[config.mk]
export PLATFORM = sky130hd
export DESIGN_NAME = sct_range
export DESIGN_NICKNAME = d
export VERILOG_FILES = /design/src/rtl/sct_pkg.sv /design/src/rtl/sct_mul.sv /design/src/rtl/sct_range.sv
export SDC_FILE = /design/constraint.sdc
export NUM_CORES = 2
export LEC_CHECK = 0
export BUFFER_PORTS_ARGS = -buffer_cell sky130_fd_sc_hd__buf_2
export CORE_MARGIN = 2
export CORE_UTILIZATION = 45
export CTS_BUF_LIST = sky130_fd_sc_hd__clkbuf_2
export DETAILED_ROUTE_END_ITERATION = 10
export GPL_ROUTABILITY_DRIVEN = 0
export PLACE_DENSITY = 0.74
export SYNTH_ARGS = -nofsm -noshare
export SYNTH_HDL_FRONTEND = slang
export SYNTH_SLANG_ARGS = --single-unit
[constraint.sdc]
create_clock -name clk -period 7.15 [get_ports clk]
set_input_delay 0.3575 -clock clk [delete_from_list [all_inputs] [get_ports clk]]
set_output_delay 0.3575 -clock clk [all_outputs]
set_load 0.02 [all_outputs]
[src/rtl/sct_pkg.sv]
package sct_pkg;

  localparam int MAX_TERMS_DEF = 20;
  localparam int FRAC_BITS_DEF = 30;

  localparam int ANGLE_W    = 32;
  localparam int ANGLE_FRAC = 24;
  localparam int OUT_W      = 32;
  localparam int OUT_FRAC   = 30;
  localparam int THR_W      = 10;

  localparam logic [THR_W-1:0] THR_RESET  = 10'd1;
  localparam logic [ANGLE_W-1:0] TWO_PI_Q24 = 32'd105414357;

  // |angle| <= 2^31 holds at most 20 periods, so five conditional
  // subtractions of 16, 8, 4, 2 and 1 periods finish the reduction.
  localparam int RED_STAGES = 5;

  // Widest product and magnitude that any legal fraction width produces.
  localparam int WIDE_W = 96;
  localparam int MAG_W  = 48;

  // Rounds a product half up, drops frac fraction bits and saturates.
  function automatic logic [MAG_W-1:0] round_sat(input logic [WIDE_W-1:0] prod,
                                                 input int frac,
                                                 input logic [MAG_W-1:0] lim);
    logic [WIDE_W:0] r;
    r = ({1'b0, prod} + ((WIDE_W+1)'(1) << (frac - 1))) >> frac;
    if (r > {{(WIDE_W+1-MAG_W){1'b0}}, lim}) begin
      round_sat = lim;
    end else begin
      round_sat = r[MAG_W-1:0];
    end
  endfunction

endpackage

[src/rtl/sct_mul.sv]
module sct_mul #(
  parameter int AW = 38,
  parameter int BW = 38
) (
  input  logic             clk,
  input  logic             ce,
  input  logic [AW-1:0]    a,
  input  logic [BW-1:0]    b,
  output logic [AW+BW-1:0] p
);

  localparam int AL = AW / 2;
  localparam int AH = AW - AL;
  localparam int BL = BW / 2;
  localparam int BH = BW - BL;
  localparam int PW = AW + BW;

  logic [AL+BL-1:0] pll_r;
  logic [AL+BH-1:0] plh_r;
  logic [AH+BL-1:0] phl_r;
  logic [AH+BH-1:0] phh_r;
  logic [PW-1:0]    p_r;

  // Four half-width partial products, summed in the following cycle.
  always_ff @(posedge clk) begin
    if (ce) begin
      pll_r <= a[AL-1:0]  * b[BL-1:0];
      plh_r <= a[AL-1:0]  * b[BW-1:BL];
      phl_r <= a[AW-1:AL] * b[BL-1:0];
      phh_r <= a[AW-1:AL] * b[BW-1:BL];
      p_r   <= PW'(pll_r) + (PW'(plh_r) << BL) + (PW'(phl_r) << AL)
               + (PW'(phh_r) << (AL + BL));
    end
  end

  assign p = p_r;

endmodule

[src/rtl/sct_range.sv]
module sct_range #(
  parameter int FRAC_BITS = sct_pkg::FRAC_BITS_DEF
) (
  input  logic                          clk,
  input  logic                          rst_n,
  input  logic                          ce,
  input  logic                          in_valid,
  input  logic [sct_pkg::ANGLE_W-1:0]   in_angle,
  output logic                          out_valid,
  output logic                          out_neg,
  output logic [FRAC_BITS+7:0]          out_xm,
  output logic [FRAC_BITS+7:0]          out_x2
);

  localparam int IW  = FRAC_BITS + 8;
  localparam int R   = sct_pkg::RED_STAGES;
  localparam int AW  = sct_pkg::ANGLE_W;
  localparam int LAT = R + 4;
  localparam logic [IW-1:0] LIM = '1;

  logic [LAT-1:0] vld_r;
  logic           neg_r [LAT];
  logic [AW-1:0]  mag_r [R];
  logic [AW-1:0]  mag_nxt [R];
  logic [IW-1:0]  xm_r [3];
  logic [IW-1:0]  xm_nxt;
  logic [IW-1:0]  x2_r;
  logic [2*IW-1:0] sq;
  logic [AW-1:0]  mag0;

  assign mag0 = in_angle[AW-1] ? (~in_angle + AW'(1)) : in_angle;

  always_comb begin
    logic [AW-1:0] src;
    logic [AW-1:0] step;
    for (int i = 0; i < R; i++) begin
      src  = (i == 0) ? mag0 : mag_r[(i == 0) ? 0 : i - 1];
      step = sct_pkg::TWO_PI_Q24 << (R - 1 - i);
      mag_nxt[i] = (src >= step) ? (src - step) : src;
    end
  end

  if (FRAC_BITS >= sct_pkg::ANGLE_FRAC) begin : g_xm_up
    assign xm_nxt = IW'(mag_r[R-1]) << (FRAC_BITS - sct_pkg::ANGLE_FRAC);
  end else begin : g_xm_down
    assign xm_nxt = IW'((33'(mag_r[R-1]) + (33'(1) << (sct_pkg::ANGLE_FRAC - FRAC_BITS - 1)))
                        >> (sct_pkg::ANGLE_FRAC - FRAC_BITS));
  end

  sct_mul #(.AW(IW), .BW(IW)) u_sq (
    .clk (clk),
    .ce  (ce),
    .a   (xm_r[0]),
    .b   (xm_r[0]),
    .p   (sq)
  );

  always_ff @(posedge clk) begin
    if (!rst_n) begin
      vld_r <= '0;
    end else if (ce) begin
      vld_r <= {vld_r[LAT-2:0], in_valid};
    end
    if (ce) begin
      neg_r[0] <= in_angle[AW-1];
      for (int i = 1; i < LAT; i++) begin
        neg_r[i] <= neg_r[i-1];
      end
      for (int i = 0; i < R; i++) begin
        mag_r[i] <= mag_nxt[i];
      end
      xm_r[0] <= xm_nxt;
      xm_r[1] <= xm_r[0];
      xm_r[2] <= xm_r[1];
      x2_r    <= IW'(sct_pkg::round_sat(sct_pkg::WIDE_W'(sq), FRAC_BITS,
                                        sct_pkg::MAG_W'(LIM)));
    end
  end

  // xm_r[2] matches the squarer output; xm_out_r aligns it with x2_r.
  logic [IW-1:0] xm_out_r;
  always_ff @(posedge clk) begin
    if (ce) begin
      xm_out_r <= xm_r[2];
    end
  end

  assign out_valid = vld_r[LAT-1];
  assign out_neg   = neg_r[LAT-1];
  assign out_xm    = xm_out_r;
  assign out_x2    = x2_r;

endmodule

Word level (Yosys, flattened, before mapping)
Memories as Yosys holds them, arrays and structs flattened. A register that Yosys moved wholly into a read port is not among the register bits.
Cells that the tools add are included.

operators by class
  $add $sub $neg = 10
  $mul = 3
  order comparisons = 6
  mux-type cells = 8
  bitwise gates (word level) = 1

operators with widths
  cell                      count
  $mux W32                  6
  $mul A19 B19 Y38          3
  $add A76 B30 Y77 const B  1
  $add A76 B57 Y76          1
  $add A76 B76 Y76          1
  $add A38 B57 Y58          1
  $gt A47 B38 Y1 const B    1
  $add A32 B1 Y32 const B   1
  $ge A32 B27 Y1 const B    1
  $ge A32 B28 Y1 const B    1
  $ge A32 B29 Y1 const B    1
  $ge A32 B30 Y1 const B    1
  $ge A32 B31 Y1 const B    1
  $not A32 Y32              1
  $sub A32 B27 Y32 const B  1
  $sub A32 B28 Y32 const B  1
  $sub A32 B29 Y32 const B  1
  $sub A32 B30 Y32 const B  1
  $sub A32 B31 Y32 const B  1
  $mux W1                   2

word-level totals
  flip-flop bits (word level) = 237
  RAM bits = 283
  bits of input ports = 36
  output and inout port bits = 78
  word-level logic and storage cells = 37
  memories = 3

memory list
  memory  words  width  rd ports  clocked after memory_dff  write ports  RTL line         RTL
  mag_r   5      32     5         0                         5            sct_range.sv:23  logic [AW-1:0] mag_r [R];
  xm_r    3      38     3         1                         3            sct_range.sv:25  logic [IW-1:0] xm_r [3];
  neg_r   9      1      9         0                         9            sct_range.sv:22  logic neg_r [LAT];

Depth between registers and ports, before layout
  depth in word-level cells = 5
  gate-level depth with buffers = 27
  gate-level depth less buffers = 25

By module
A second synthesis with hierarchy kept.

second synthesis, totals
  cells, all modules = 7647
  area total of the unflattened synthesis = 75264.7 µm²

by module, submodules not included
  module     instances  cells an instance  area an instance (µm²)  sequential area each (µm²)
  sct_mul    1          6373               59054.1                 6846.6
  sct_range  1          1274               16210.5                 10239.8

Worst setup path after synthesis
OpenSTA, ideal clock, no wires.

  kind = register to register
  start point = memory xm_r[0][21] (netlist bit)
  end point = register u_sq.phh_r[34] (data pin)
  library setup time = 260 ps
  arrival = 6636 ps
  data required time = 6890 ps
  slack = 254 ps
  stages on the path, launching flop included = 27
  buffers on the path = 2
  clock period less this slack = 6896 ps
  cell sequence = edfxtp_1 -> clkbuf_1 -> clkbuf_1 -> nand2_1 -> fa_1 -> inv_1 -> fa_1 -> inv_1 -> fa_1 -> inv_1 -> fa_1 -> fa_1 -> inv_1 -> fa_1 -> inv_1 -> ha_1 -> and3_1 -> nor4bb_1 -> a32oi_1 -> o21ai_0 -> o41ai_1 -> o22ai_1 -> o21ai_0 -> a2111oi_0 -> o21ai_0 -> mux2i_1 -> nand2_1

RTL lines
  what                    RTL line         RTL
  start: declaration      sct_range.sv:25
  end signal: assignment  sct_mul.sv:30    phh_r <= a[AW-1:AL] * b[BW-1:BL];
  end: declaration        sct_mul.sv:21    logic [AH+BH-1:0] phh_r;

==> flow_summary.toml <==
[synthesis]
ys_seq_area_frac = 0.3135
ys.warnings.count = 0
syn-cell-area_um2 = 44930
synth_cell_type_count = 79
async_reset_ff_frac = 0
synth_flop_cell = "edfxtp_1"
netlist_instances = 4280
synth-edff-count = 463
postSynthAreaPerCell_um2 = 10.50
ys_seq_elements = 472

[finish]
mostFrequentLayoutCells = "inv_1, fa_1, edfxtp_1"
final_cells = 6011
fill_cells = 8656
drive_gt1_frac = 0.1053
syn2layout_area_growth_pct = 11.76
final_common_cell = "inv_1"
final_nets = 5573

[place]
dp.cells = 5631
dp_hpwl_mm = 70.85
port_buffers = 107
dpl_worst_slack_ns = 0.1173

[global_route]
grt_pass1_wl_mm = 156.1
grt_pass1_vias = 31957
antenna_found_initial = 2
grt_max_degree = 199
grt_use_total = 0.1882
overflow = 0

[flow_run]
drv_cap = 0

[routing]
wl_met1_mm = 39.20
drt-total-wl_mm = 94.47
first_pass_iters = 8
num_vias = 30510
drtAntennaViolNets = 0
dr_wl_met3_mm = 6.575
dr_wl_met2_mm = 45.49
wire_per_inst_um = 15.72
via_per_inst = 5.076
drc = 0
drt_iter0_markers = 1834
top_layer_used = "met5"

[cts]
tritoncts = "done"
root_buffer = "clkbuf_2"
clockBufferDepth = 3
htreeDepth = 3
clk_pin_slew_ns = 0.11
clock_sinks = 472
clk_latency_ns = 1.39
cts_made_buffers = 118

[timing]
fmax_mhz = 144.8
tns_ns = 0
slew_headroom = 0.02913
fin_ws_ns = 0.2449
skew_ns = 0.1789
finalSetupViolations = 0
tightest_slew_ns = 1.445
fin_crit_sh = 0.9657
hold_viol_final = 0
drv_slew = 0
post-route-min-period_ns = 6.905

[critical_path]
startpoint_type = "register"
cp-end-kind = "register"
crit_fanout = 6
crit_type = "reg -> reg"
cp.arrival_ns = 7.95
required_ns = 8.19

[floorplan]
initial_core_util = 0.4552
pin_count = 114
die_height_um = 320.0
num_rows = 115
die_area_um2 = 102400
die_width_um = 320.0
core-area_um2 = 98710

[worst_hold_path]
hold_path.class = "in -> reg"

[outcome]
status = "finished clean"
==> sequential cells by signal (all words and copies together) (netlist names) <==
signal / count
out_xm: 32
u_sq.plh_r: 32
neg_r: 9
u_sq.pll_r: 14
xm_r: 93
u_sq.p: 48
vld_r: 9
mag_r: 160
u_sq.phh_r: 37
out_x2: 38
==> critical path, stage by stage, from the launching register on <==
cell      delay (ns)
edfxtp_1        0.41
buf_12          0.14
clkbuf_4        0.19
nand2_1         0.10
fa_1            0.59
inv_1           0.07
fa_1            0.50
fa_1            0.52
fa_1            0.52
fa_1            0.54
inv_1           0.05
fa_1            0.57
inv_1           0.05
ha_1            0.38
a21o_1          0.20
a21o_1          0.18
a21o_1          0.18
a21o_1          0.18
a21oi_1         0.22
a31o_2          0.19
a31oi_1         0.07
a311o_1         0.36
nand2_1         0.10
a21oi_1         0.09
xor2_1          0.15
==> stage by stage <==
step           utilization  instance area, um2  hold WS (ns)
2_1_floorplan            -               44950        0.4003
3_3_place_gp        0.4799               47370        0.4016
3_5_place_dp        0.4799               47370        0.4045
4_1_cts             0.5040               49750       0.07792
5_1_grt             0.5087               50210        0.2559
6_report            0.5087               50210        0.3258
==> synth_stat cells (all sizes together) (8+ instances only) <==
cell type	instances	area (um2)
o21a	34	255.2
or4	10	75.07
a211oi	10	75.07
nor2b	48	300.3
nand4	27	168.9
o21bai	22	165.2
a31oi	16	106.4
inv	730	2740
dfxtp	9	180.2
nor2	200	750.7
or2	16	100.1
nand3	69	345.3
clkbuf	125	469.2
nor3	60	305.3
o21ai	92	460.4
o41ai	8	77.58
a21oi	122	614.3
edfxtp	463	13900
nand2	438	1644
and3	38	237.7
mux2i	15	150.1
mux2	20	225.2
buf	16	101.3
nand3b	8	60.06
nor4	20	131.4
ha	377	4717
o31ai	20	177.7
and2	231	1445
xnor2	203	1778
and4	9	78.83
or3	15	93.84
fa	535	10710
a21o	31	232.7
nand2b	24	150.1
xor2	139	1217
==> final timing paths <==
| path | startpoint | endpoint | slack (ns) | cells past startpoint |
|---|---|---|---|---|
| max | xm_r[0][23] | u_sq.phh_r[35] | 0.24 | 24 |
| min | in_angle[4] | mag_r[0][4] | 0.33 | 5 |
| max reg2reg | xm_r[0][23] | u_sq.phh_r[35] | 0.24 | 24 |
| min reg2reg | mag_r[0][146] | xm_r[0][24] | 0.38 | 0 |
==> metal layers <==
| layer | GRT usage | vias up |
|---|---|---|
| met5 | 0 | - |
| met4 | 0.07261 | 2 |
| met3 | 0.04306 | 223 |
| met2 | 0.3244 | 917 |
| met1 | 0.2291 | 14705 |
| li1 | - | 14663 |
==> kinds of logic after synthesis <==
group,after synthesis,share of synthesized area
adders and majority gates,912,0.3434
AOI/OAI and AO/OA,419,0.06071
muxes,35,0.008354
DFF,472,0.3135
buffers and inverters,873,0.07385
and+or+nand+nor,1226,0.1335
other,1,0.00008346
xor gates and xnor gates,342,0.06667
==> timing repair <==
action                                  in CTS  in global routing
hold endpoints to repair                   505                  0
pin swaps                                    0                  6
endpoints found under the setup margin       1                 16
cloned                                       0                  1
gates resized for setup                      1                 37
hold buffers                               122                  0
setup buffers                                0                 38
==> final cells by class <==
type	instances	area (um2)	share of cell area
Tap cell	1287	1610	0.03207
Sequential cell	472	14080	0.2805
Clock buffer	163	815.8	0.01625
Antenna cell	3	7.507	0.0001495
Clock inverter	53	329.1	0.006553
Timing Repair Buffer	361	2945	0.05866
Inverter	732	2759	0.05494
Multi-Input combinational cell	2940	27660	0.5509
Power is left out: the tool's default activity adds up to more than one toggle a clock period on the data nets, which glitch-free logic cannot reach.
